## config.mk

```make
export PLATFORM = sky130hd
export DESIGN_NAME = indexed_deque_store_core
export DESIGN_NICKNAME = d
export VERILOG_FILES = /design/src/hdl/ids_pkg.sv /design/src/hdl/indexed_deque_store_core.sv /design/src/hdl/ids_ram.sv /design/src/hdl/ids_ctrl.sv /design/src/hdl/ids_dpath.sv
export SDC_FILE = /design/constraint.sdc
export NUM_CORES = 1
export LEC_CHECK = 0
export BUFFER_PORTS_ARGS = -buffer_cell sky130_fd_sc_hd__buf_2
export CAP_MARGIN = 20
export CORE_ASPECT_RATIO = 1.2
export CORE_UTILIZATION = 51
export DETAILED_ROUTE_END_ITERATION = 7
export PLACE_DENSITY = 0.68
export SETUP_SLACK_MARGIN = 0.4
export SYNTH_ARGS = -nofsm -noshare
export SYNTH_HDL_FRONTEND = slang
export SYNTH_SLANG_ARGS = --single-unit
export TNS_END_PERCENT = 20
```

## constraint.sdc

```tcl
create_clock -name aclk -period 16.8 [get_ports aclk]
set_input_delay 2.52 -clock aclk [delete_from_list [all_inputs] [get_ports aclk]]
set_output_delay 2.52 -clock aclk [all_outputs]
set_load 0.02 [all_outputs]
```

## src/hdl/ids_pkg.sv

```systemverilog
// Shared constants, types and ring-address helper for the indexed deque store.
package ids_pkg;

    // Store geometry.
    localparam int DEPTH      = 16;
    localparam int DATA_WIDTH = 32;
    localparam int PTR_W      = (DEPTH > 1) ? $clog2(DEPTH) : 1;
    localparam int PTR_W1     = PTR_W + 1;
    localparam int CNT_W      = $clog2(DEPTH + 1);

    // Field widths on the streams.
    localparam int ACTION_W   = 3;
    localparam int VALUE_W    = 32;
    localparam int POS_W      = 4;
    localparam int RVAL_W     = 32;
    localparam int STATUS_W   = 2;
    localparam int ICOUNT_W   = 5;
    localparam int CMP_W      = (CNT_W > POS_W) ? CNT_W : POS_W;

    // Packed stream widths, padded to whole bytes.
    localparam int IN_BITS    = ACTION_W + VALUE_W + POS_W;
    localparam int IN_W       = ((IN_BITS + 7) / 8) * 8;
    localparam int OUT_BITS   = RVAL_W + STATUS_W + ICOUNT_W + 1;
    localparam int OUT_W      = ((OUT_BITS + 7) / 8) * 8;

    typedef enum logic [ACTION_W-1:0] {
        ACT_PUSH_FRONT = 3'd0,
        ACT_PUSH_BACK  = 3'd1,
        ACT_POP_FRONT  = 3'd2,
        ACT_POP_BACK   = 3'd3,
        ACT_READ_AT    = 3'd4,
        ACT_READ_FRONT = 3'd5,
        ACT_READ_BACK  = 3'd6,
        ACT_CLEAR      = 3'd7
    } act_t;

    typedef enum logic [STATUS_W-1:0] {
        STS_OK    = 2'd0,
        STS_EMPTY = 2'd1,
        STS_RANGE = 2'd2,
        STS_FULL  = 2'd3
    } sts_t;

    typedef enum logic {
        ST_IDLE = 1'b0,
        ST_READ = 1'b1
    } state_t;

    // Commands from the controller to the datapath.
    typedef struct packed {
        logic exec;        // a request transfer is taken this cycle
        logic load_direct; // result is known now, load the output register
        logic load_ram;    // load the output register from the store read data
    } dp_cmd_t;

    // Status from the datapath to the controller.
    typedef struct packed {
        logic             rd_ok; // offered request is a read that will succeed
        logic [CNT_W-1:0] count; // current element count
    } dp_sts_t;

    // (base + offset) mod DEPTH, with both operands below DEPTH.
    function automatic logic [PTR_W-1:0] ring_add(input logic [PTR_W-1:0] base,
                                                  input logic [PTR_W-1:0] offset);
        logic [PTR_W1-1:0] sum;
        sum = PTR_W1'(base) + PTR_W1'(offset);
        if (sum >= PTR_W1'(DEPTH)) begin
            sum = sum - PTR_W1'(DEPTH);
        end
        return sum[PTR_W-1:0];
    endfunction

endpackage

```

## src/hdl/indexed_deque_store_core.sv

```systemverilog
// Top level of the indexed deque store: a bounded double-ended queue in a ring store.
//
// Requests arrive on the s_ stream, one request per transfer, and each request
// produces exactly one result transfer on the m_ stream, in request order.
// A request pushes at the front or back, pops at the front or back, reads at a
// position counted from the front, reads the front or back, or clears the queue.
// Every result carries the word read (zero unless a read succeeds), a status,
// the element count after the request and an empty flag.
//
// For pushes, pops, clear and every request that ends in an error status, the
// result is registered at the edge that takes the request, and the next request
// can be taken in the following cycle when the receiver is ready. A successful
// read passes through the registered read port of the store memory and the
// ST_READ state, and the request port is held off while in ST_READ.
//
// A synchronous active-low reset empties the queue and drops any pending result;
// the stored words are not cleared and need no clearing pass. When the receiver
// stalls, the result waits in the output register and one further request can
// still be taken only if the output register drains in that same cycle.
module indexed_deque_store_core (
    input  logic                      aclk,
    input  logic                      aresetn,
    input  logic                      s_tvalid,
    output logic                      s_tready,
    // s_tdata from bit 0: action[2:0], value[34:3], position[38:35], zero pad[39].
    input  logic [ids_pkg::IN_W-1:0]  s_tdata,
    output logic                      m_tvalid,
    input  logic                      m_tready,
    // m_tdata from bit 0: read_value[31:0], status[33:32], item_count[38:34],
    // is_empty[39].
    output logic [ids_pkg::OUT_W-1:0] m_tdata
);
    import ids_pkg::*;

    dp_cmd_t dp_cmd;
    dp_sts_t dp_sts;

    // The controller decides when requests and results move.
    ids_ctrl u_ctrl (
        .aclk     (aclk),
        .aresetn  (aresetn),
        .s_tvalid (s_tvalid),
        .s_tready (s_tready),
        .m_tvalid (m_tvalid),
        .m_tready (m_tready),
        .dp_sts   (dp_sts),
        .dp_cmd   (dp_cmd)
    );

    // The datapath holds the pointers, the ring store and the result register.
    ids_dpath u_dpath (
        .aclk    (aclk),
        .aresetn (aresetn),
        .s_tdata (s_tdata),
        .m_tdata (m_tdata),
        .dp_cmd  (dp_cmd),
        .dp_sts  (dp_sts)
    );

    // The element count never goes beyond the store depth.
    a_count_bound: assert property (@(posedge aclk) disable iff (!aresetn)
        dp_sts.count <= CNT_W'(DEPTH))
        else $error("element count exceeds store depth");

    // A successful read holds off the request port while the read is in flight.
    a_read_stall: assert property (@(posedge aclk) disable iff (!aresetn)
        (s_tvalid && s_tready && dp_sts.rd_ok) |=> !s_tready)
        else $error("request taken while a read is in flight");

    // Any request that is not a successful read has its result valid next cycle.
    a_direct_result: assert property (@(posedge aclk) disable iff (!aresetn)
        (s_tvalid && s_tready && !dp_sts.rd_ok) |=> m_tvalid)
        else $error("single-cycle request produced no result");

    // A result reported as empty always carries a zero count.
    a_empty_flag: assert property (@(posedge aclk) disable iff (!aresetn)
        m_tvalid |-> (m_tdata[39] == (m_tdata[38:34] == '0)))
        else $error("empty flag disagrees with item count");

endmodule

```

## src/hdl/ids_ram.sv

```systemverilog
// Generic single-write, single-read RAM with a registered read port.
module ids_ram #(
    parameter int WIDTH = 32,
    parameter int DEPTH = 16
) (
    input  logic                                   aclk,
    input  logic                                   wr_en,
    input  logic [((DEPTH > 1) ? $clog2(DEPTH) : 1)-1:0] wr_addr,
    input  logic [WIDTH-1:0]                       wr_data,
    input  logic                                   rd_en,
    input  logic [((DEPTH > 1) ? $clog2(DEPTH) : 1)-1:0] rd_addr,
    output logic [WIDTH-1:0]                       rd_data
);

    logic [WIDTH-1:0] mem_reg [DEPTH];
    logic [WIDTH-1:0] rd_data_reg;

    always_ff @(posedge aclk) begin
        if (wr_en) begin
            mem_reg[wr_addr] <= wr_data;
        end
        if (rd_en) begin
            rd_data_reg <= mem_reg[rd_addr];
        end
    end

    assign rd_data = rd_data_reg;

endmodule

```

## src/hdl/ids_ctrl.sv

```systemverilog
// Controller state machine: request acceptance, read wait and result valid.
module ids_ctrl (
    input  logic             aclk,
    input  logic             aresetn,
    input  logic             s_tvalid,
    output logic             s_tready,
    output logic             m_tvalid,
    input  logic             m_tready,
    input  ids_pkg::dp_sts_t dp_sts,
    output ids_pkg::dp_cmd_t dp_cmd
);
    import ids_pkg::*;

    state_t state_reg, state_next;
    logic   out_valid_reg, out_valid_next;
    logic   out_free;

    always_ff @(posedge aclk) begin
        if (!aresetn) begin
            state_reg     <= ST_IDLE;
            out_valid_reg <= 1'b0;
        end else begin
            state_reg     <= state_next;
            out_valid_reg <= out_valid_next;
        end
    end

    // The output register is free when empty or drained in this cycle.
    assign out_free = !out_valid_reg || m_tready;

    always_comb begin
        state_next         = state_reg;
        s_tready           = 1'b0;
        dp_cmd.exec        = 1'b0;
        dp_cmd.load_direct = 1'b0;
        dp_cmd.load_ram    = 1'b0;
        case (state_reg)
            ST_IDLE: begin
                s_tready    = out_free;
                dp_cmd.exec = s_tvalid && out_free;
                if (dp_cmd.exec) begin
                    if (dp_sts.rd_ok) begin
                        state_next = ST_READ;
                    end else begin
                        dp_cmd.load_direct = 1'b1;
                    end
                end
            end
            ST_READ: begin
                if (out_free) begin
                    dp_cmd.load_ram = 1'b1;
                    state_next      = ST_IDLE;
                end
            end
            default: begin
                state_next = ST_IDLE;
            end
        endcase

        if (dp_cmd.load_direct || dp_cmd.load_ram) begin
            out_valid_next = 1'b1;
        end else if (m_tready) begin
            out_valid_next = 1'b0;
        end else begin
            out_valid_next = out_valid_reg;
        end
    end

    assign m_tvalid = out_valid_reg;

endmodule

```

## src/hdl/ids_dpath.sv

```systemverilog
// Datapath: head pointer, element count, ring store and result register.
module ids_dpath (
    input  logic                      aclk,
    input  logic                      aresetn,
    input  logic [ids_pkg::IN_W-1:0]  s_tdata,
    output logic [ids_pkg::OUT_W-1:0] m_tdata,
    input  ids_pkg::dp_cmd_t          dp_cmd,
    output ids_pkg::dp_sts_t          dp_sts
);
    import ids_pkg::*;

    act_t                  action;
    logic [VALUE_W-1:0]    value;
    logic [POS_W-1:0]      position;

    logic [PTR_W-1:0]      head_reg, head_next, head_upd, head_dec;
    logic [CNT_W-1:0]      count_reg, count_next, count_upd;
    logic                  is_empty_now, is_full_now;
    sts_t                  sts;
    logic                  rd_ok;
    logic                  wr_sel;
    logic [PTR_W-1:0]      wr_addr, rd_addr;
    logic [DATA_WIDTH-1:0] rd_data;

    logic [RVAL_W-1:0]     rval_reg;
    sts_t                  status_reg;
    logic [ICOUNT_W-1:0]   icount_reg;
    logic                  empty_reg;

    assign action   = act_t'(s_tdata[ACTION_W-1:0]);
    assign value    = s_tdata[ACTION_W +: VALUE_W];
    assign position = s_tdata[ACTION_W + VALUE_W +: POS_W];

    assign is_empty_now = (count_reg == '0);
    assign is_full_now  = (count_reg == CNT_W'(DEPTH));
    assign head_dec     = (head_reg == '0) ? PTR_W'(DEPTH - 1) : head_reg - PTR_W'(1);

    always_comb begin
        sts       = STS_OK;
        head_upd  = head_reg;
        count_upd = count_reg;
        wr_sel    = 1'b0;
        wr_addr   = head_reg;
        rd_addr   = head_reg;
        rd_ok     = 1'b0;
        case (action)
            ACT_PUSH_FRONT: begin
                if (is_full_now) begin
                    sts = STS_FULL;
                end else begin
                    wr_sel    = 1'b1;
                    wr_addr   = head_dec;
                    head_upd  = head_dec;
                    count_upd = count_reg + CNT_W'(1);
                end
            end
            ACT_PUSH_BACK: begin
                if (is_full_now) begin
                    sts = STS_FULL;
                end else begin
                    wr_sel    = 1'b1;
                    wr_addr   = ring_add(head_reg, PTR_W'(count_reg));
                    count_upd = count_reg + CNT_W'(1);
                end
            end
            ACT_POP_FRONT: begin
                if (is_empty_now) begin
                    sts = STS_EMPTY;
                end else begin
                    head_upd  = ring_add(head_reg, PTR_W'(1));
                    count_upd = count_reg - CNT_W'(1);
                end
            end
            ACT_POP_BACK: begin
                if (is_empty_now) begin
                    sts = STS_EMPTY;
                end else begin
                    count_upd = count_reg - CNT_W'(1);
                end
            end
            ACT_READ_AT: begin
                if (is_empty_now) begin
                    sts = STS_EMPTY;
                end else if (CMP_W'(position) >= CMP_W'(count_reg)) begin
                    sts = STS_RANGE;
                end else begin
                    rd_ok   = 1'b1;
                    rd_addr = ring_add(head_reg, PTR_W'(position));
                end
            end
            ACT_READ_FRONT: begin
                if (is_empty_now) begin
                    sts = STS_EMPTY;
                end else begin
                    rd_ok = 1'b1;
                end
            end
            ACT_READ_BACK: begin
                if (is_empty_now) begin
                    sts = STS_EMPTY;
                end else begin
                    rd_ok   = 1'b1;
                    rd_addr = ring_add(head_reg, PTR_W'(count_reg - CNT_W'(1)));
                end
            end
            ACT_CLEAR: begin
                head_upd  = '0;
                count_upd = '0;
            end
            default: begin
            end
        endcase
    end

    assign head_next  = dp_cmd.exec ? head_upd : head_reg;
    assign count_next = dp_cmd.exec ? count_upd : count_reg;

    always_ff @(posedge aclk) begin
        if (!aresetn) begin
            head_reg  <= '0;
            count_reg <= '0;
        end else begin
            head_reg  <= head_next;
            count_reg <= count_next;
        end
    end

    ids_ram #(
        .WIDTH (DATA_WIDTH),
        .DEPTH (DEPTH)
    ) u_store (
        .aclk    (aclk),
        .wr_en   (dp_cmd.exec && wr_sel),
        .wr_addr (wr_addr),
        .wr_data (DATA_WIDTH'(value)),
        .rd_en   (dp_cmd.exec && rd_ok),
        .rd_addr (rd_addr),
        .rd_data (rd_data)
    );

    // A read leaves head and count alone, so the current count is the result count.
    always_ff @(posedge aclk) begin
        if (dp_cmd.load_direct) begin
            rval_reg   <= '0;
            status_reg <= sts;
            icount_reg <= ICOUNT_W'(count_upd);
            empty_reg  <= (count_upd == '0);
        end else if (dp_cmd.load_ram) begin
            rval_reg   <= RVAL_W'(rd_data);
            status_reg <= STS_OK;
            icount_reg <= ICOUNT_W'(count_reg);
            empty_reg  <= 1'b0;
        end
    end

    assign m_tdata = OUT_W'({empty_reg, icount_reg, status_reg, rval_reg});

    assign dp_sts.rd_ok = rd_ok;
    assign dp_sts.count = count_reg;

endmodule
```

After elaboration in Yosys (flattened, before gate mapping)
Memories as Yosys holds them, arrays and structs flattened. A register that Yosys moved wholly into a read port is not among the register bits. Index checks and enable logic that the tools add are counted.

Register bits: 51. Latch bits: 0. Bits in writable memories: 512. Bits in read-only memories: 0. Input bits: 44. Output and inout port bits: 42. Word-level logic and storage cells: 101. Memories kept: 1.

Add/sub/neg operators: 11. $mul: 0. Divide/modulo/power cells: 0. Magnitude comparators: 5. Equal/unequal tests: 9. Shift-type cells: 0. Mux-type cells: 48. Bitwise logic cells: 1. Reductions and logical operators: 18.

Memories: u_dpath.u_store.mem_reg (words 16, bits a word 32, rd ports 1, clocked after Yosys merged registers in 1, write ports 1, line ids_ram.sv:15) `logic [WIDTH-1:0] mem_reg [DEPTH];`.

Operators with widths (number): 4-bit 2-to-1 mux (11); 5-bit >= comparator, second input constant (4); 1-bit 2-to-1 mux (20); 5-bit 2-to-1 mux (4); 4-bit by 1-bit subtractor with 4-bit output, second input constant (5); 4-bit case mux with 2 select lines (2); 4-bit by 4-bit adder with 5-bit output (3); 5-bit case mux with 3 select lines (1); 3-bit equality test, second input constant (4); 2-bit 2-to-1 mux (6); 4-bit case mux with 3 select lines (1); 5-bit logical NOT (2); 3-bit by 2-bit equality test with 1-bit output, second input constant (2); 2-bit case mux with 3 select lines (1); 2-bit OR reduction (3); 4-bit by 1-bit adder with 5-bit output, second input constant (1); 5-bit by 1-bit adder with 5-bit output, second input constant (1); 5-bit equality test, second input constant (1); 4-bit by 5-bit >= comparator with 1-bit output (1); 5-bit by 1-bit subtractor with 5-bit output, second input constant (1); 4-bit logical NOT (1); 1-bit case mux with 2 select lines (2); 2-bit nonzero test (2); 4-bit OR reduction (1); 9 further kinds (12).

Longest topological paths before layout
Word-level depth: 10. Mapped depth: 14. Depth with buffers taken out: 11.

By module
Synthesis repeated with hierarchy kept, for this count alone.

Cells, all modules: 1230. Area total of the unflattened synthesis: 23518.8 um2.

By module, submodules not included: ids_ram (instances 1, cells each 838, area an instance 20155.6 um2, sequential area each 16335.7 um2); ids_dpath (instances 1, cells each 380, area an instance 3241.9 um2, sequential area each 1061.0 um2); ids_ctrl (instances 1, cells each 12, area an instance 121.4 um2, sequential area each 40.0 um2).

Worst setup path before layout
Ideal clock, no wire load.

Kind: input -> register. Start: in s_tdata[1] in the netlist's numbering. End: mem u_dpath.u_store.mem_reg[11][0], enable pin. Library setup time: 0.501 ns. Data arrival time: 6.917 ns. Required time: 16.299 ns. Path slack: 9.382 ns. Cell stages on the path: 7. Path buffers: 1. Path through: clkbuf_1 > nor2_1 > nand2_1 > o21ai_0 > o21ai_0 > or2_2 > nor4_1.

Longest elaborated chain between the ends: 6. Elaborated cells between the ends (all ways): 8. Those cells by class: eq/ne (1); mux (4); reduce/logical (3).

Ends and longest elaborated chain: from (decl) (line indexed_deque_store_core.sv:26) `input logic [ids_pkg::IN_W-1:0] s_tdata,`; 3-bit by 1-bit equality test with 1-bit output / 3-bit logical NOT (equally long branches) (line ids_dpath.sv:46) `case (action)`; 2-bit OR reduction (no source line); 1-bit 2-to-1 mux; 1-bit logical AND (line ids_dpath.sv:133) `.wr_en (dp_cmd.exec && wr_sel),`; 1-bit 2-to-1 mux (line ids_ram.sv:19) `if (wr_en) begin`; 1-bit 2-to-1 mux (implied by the code) (line ids_ram.sv:20) `mem_reg[wr_addr] <= wr_data;`; to (decl) (line ids_ram.sv:15).

Several ways; a longest one is shown, not always the timed one.

Final worst setup path
Start: in s_tdata[35] in the netlist's numbering. End: reg u_dpath.u_store.rd_data_reg[31], in the netlist u_dpath.u_store.rd_data[31], read port of u_dpath.u_store.mem_reg (data pin).

Longest elaborated chain between the ends: 6. Elaborated cells between the ends (all ways): 12. Those cells by class: add/sub (2); order compare (2); mux (7); reduce/logical (1).

Ends and longest elaborated chain: 4-bit by 4-bit adder with 5-bit output (line ids_pkg.sv:66) `sum = PTR_W1'(base) + PTR_W1'(offset);`; 4-bit by 1-bit subtractor with 4-bit output / 5-bit >= comparator (equally long branches) (line ids_pkg.sv:68, ids_pkg.sv:67); 4-bit 2-to-1 mux (line ids_pkg.sv:67) `if (sum >= PTR_W1'(DEPTH)) begin`; 4-bit 2-to-1 mux (line ids_dpath.sv:84) `end else if (CMP_W'(position) >= CMP_W'(count_reg)) begin`; 4-bit 2-to-1 mux (line ids_dpath.sv:82) `if (is_empty_now) begin`; 4-bit case mux with 2 select lines (line ids_dpath.sv:46); to (decl) (line ids_ram.sv:16) `logic [WIDTH-1:0] rd_data_reg;`.

Several ways; a longest one is shown, not always the timed one. A chain may end at the register's enable or synchronous reset.

==> impl_metrics.yaml <==
clocking:
  cts_num_sinks: 595
  clockBufferDepth: 3
  clk_pin_slew_worst_paths_ns: 0.06
  cts_tree: "built"
  ctsHoldBuffers: 0
  insertion_delay_ns: 0.59
  root_buffer: "clkbuf_16"
  numCtsBuffers: 54
  htree_levels: 2
  post-cts-setup-buffer-count: 0
  cts-resized-gates: 0
global_routing:
  antenna_found_initial: 3
  track_usage_pct: 22.82
  grt_pass1_wl_um: 78270
  grt_pass1_vias: 12515
  overflow: 0
  grt_max_degree: 111
power:
  peakVddDrop_mv: 0.06755
  power_leakage_nw: 8.627
  power_mw: 3.185
  power_density_nw_per_um2: 120.4
finish:
  largest_reg_flops: 512
  fin_cells: 2040
  syn_to_final_growth_pct: 12.18
  final_layout_size_suffix_gt1_share_pct: 24.11
  antenna_cells: 0
  nNetsFinal: 1452
die:
  core_um2: 45200
  fp.dieH_um: 237.5
  rows: 85
  die_area_um2: 47100
  dieWidth_um: 198.3
  num_io_pins: 86
  initial_utilization_pct: 52.16
sta:
  fin_crit_ns: 6.224
  tns_ns: 0
  fmax_mhz: 160.7
  tightestPinTransition_ns: 1.116
  final.setup_skew_ns: 0.02699
  maxSlewHeadroom_pct: 25.59
  rsz0062_at_grt: "false"
  setup_viol: 0
  hold_violations: 0
  slew_violations: 0
  period_share_pct: 37.04
route:
  drt-total-wl_um: 52330
  first_pass_iters: 5
  drc: 0
  wire_per_inst_um: 25.65
  viasPerCell: 6.124
  drt-initial-drc-count: 1213
  ant_nets: 0
  vias: 12492
flow_run:
  cap_violations: 0
logic_synthesis:
  async_flop_share_pct: 0
  synthCells: 1301
  synth_edf_count: 552
  synth_top_area_share_pct: 70.31
  synthTopCellsByCount: "edfxtp_1, nand3_1, mux4_2"
  synth_most_common_cell: "edfxtp_1"
  yosys_warnings: 0
  synth.distinct_cells: 61
  synth.top_cells.by_area: "edfxtp_1, mux4_2, dfxtp_1"
  synthFlopType: "edfxtp_1"
  ys_seq_area_share_pct: 73.96
  synth_area_um2: 23580
  ys_ff_latch: 595
  avgSynthCellArea_um2: 18.12
  yosysTopAreaCell: "edfxtp_1"
  synth_nets: 1365
place:
  dpl.hpwl_um: 25930
  gp_congestion: 0.8486
  numPlacedInstances: 1940
  port_buffers: 84
setup_path:
  slowest_stage: "buf_4"
  crit_fanout: 72
  crit_arrival_ns: 6.52
  path_cells: "buf_2, inv_1, ha_1, nand2b_1, a2111o_1, and4_1, a2111oi_2, buf_4, buf_4, mux4_2, nand3_1, nand4_1"
  worst-path-buf-inv: 4
  critical_path.max_stage_delay_ns: 0.98
  path_delay_family: "buffers and inverters"
  cpMostUsedCell: "buf_4"
  critPathRequiredTime_ns: 17.09
  critPathLaunchType: "primary input"
  path_class: "primary input to flop"
  crit_path_end_kind: "flop"
status:
  status: "completed"
min_path:
  hold_path.class: "flop to flop"
==> power by group <==
group          total [mW]  switching, mW  internal, mW
logic               0.358          0.212         0.146
clock network        1.17          0.511         0.654
registers            1.66         0.0131          1.65
==> layout make-up <==
| class | instances | area (µm²) |
|---|---|---|
| clock buffer | 76 | 1505 |
| clock inverter | 23 | 180.2 |
| fill | 3338 | 18750 |
| inverter | 19 | 71.32 |
| multi-input combinational | 607 | 5844 |
| sequential | 595 | 17440 |
| tap | 609 | 762.0 |
| timing repair buffer | 111 | 648.1 |
==> layer usage <==
| layer | routed length (µm) | up-vias | track usage (%) |
|---|---|---|---|
| met2 | 25840 | 512 | 37.04 |
| met3 | 3510 | 119 | 3.150 |
| li1 | - | 5427 | - |
| met5 | 36 | - | 0 |
| met1 | 21450 | 6428 | 32.01 |
| met4 | 1492 | 6 | 7.658 |
==> path summary, 6_finish.rpt <==
| kind | slack, ns | end | cells past startpoint | startpoint |
|---|---|---|---|---|
| worst max-delay path | 10.58 | u_dpath.u_store.rd_data[31] | 12 | s_tdata[35] |
| worst min-delay path | 0.45 | u_dpath.rval_reg[3] | 2 | u_dpath.rval_reg[3] |
| worst max register to register | 11.93 | u_dpath.u_store.rd_data[31] | 10 | u_dpath.count_reg[3] |
| worst min register to register | 0.45 | u_dpath.rval_reg[3] | 2 | u_dpath.rval_reg[3] |
==> worst register-to-register path: cells and delay by family (launching register included) <==
family | cells | cell delay [ns]
flip-flops | 1 | 0.62
buffers and inverters | 3 | 2.01
AO/OA/AOI/OAI | 2 | 0.72
AND/OR/NAND/NOR | 3 | 0.49
multiplexers | 1 | 0.46
adder cells (fa/ha/maj) | 1 | 0.29
==> stage by stage <==
stage          setup slack (ns)  area, µm²  util (%)  hold slack, ns
2_1_floorplan             9.382      23580         -          0.4713
3_3_place_gp              9.920      24740     54.74          0.4456
3_5_place_dp              9.947      24740     54.74          0.4455
4_1_cts                   10.56      26430     58.47          0.4541
5_1_grt                   10.39      26450     58.51          0.4690
6_report                  10.58      26450     58.51          0.4506
==> placed cells by master, fill, tap and decap left out, drive strengths merged, types with 4 or more instances in the layout <==
master	count
nand2	84
ha	17
nand3	133
or3	4
a22oi	5
nand2b	8
or2	5
nor3	13
xnor2	9
nor2b	8
a21oi	50
clkbuf	76
o21ai	11
mux4	128
nor2	27
o21a	4
nand4	34
xor2	4
buf	111
edfxtp	552
inv	19
dfxtp	43
o221ai	5
clkinv	19
a211oi	4
and2	5
==> cell families (layout without fill, tap and decap cells) <==
kind of cell / Yosys count / in the layout / share of synthesized area, %
compound gates: 110 / 110 / 3.030
xor+xnor: 13 / 13 / 0.4829
fa+ha+maj: 20 / 20 / 1.157
buf+inv: 99 / 229 / 1.969
flops: 595 / 595 / 73.96
mux: 131 / 131 / 12.37
simple gates: 333 / 333 / 7.037
(Power assumes the default switching activity.)
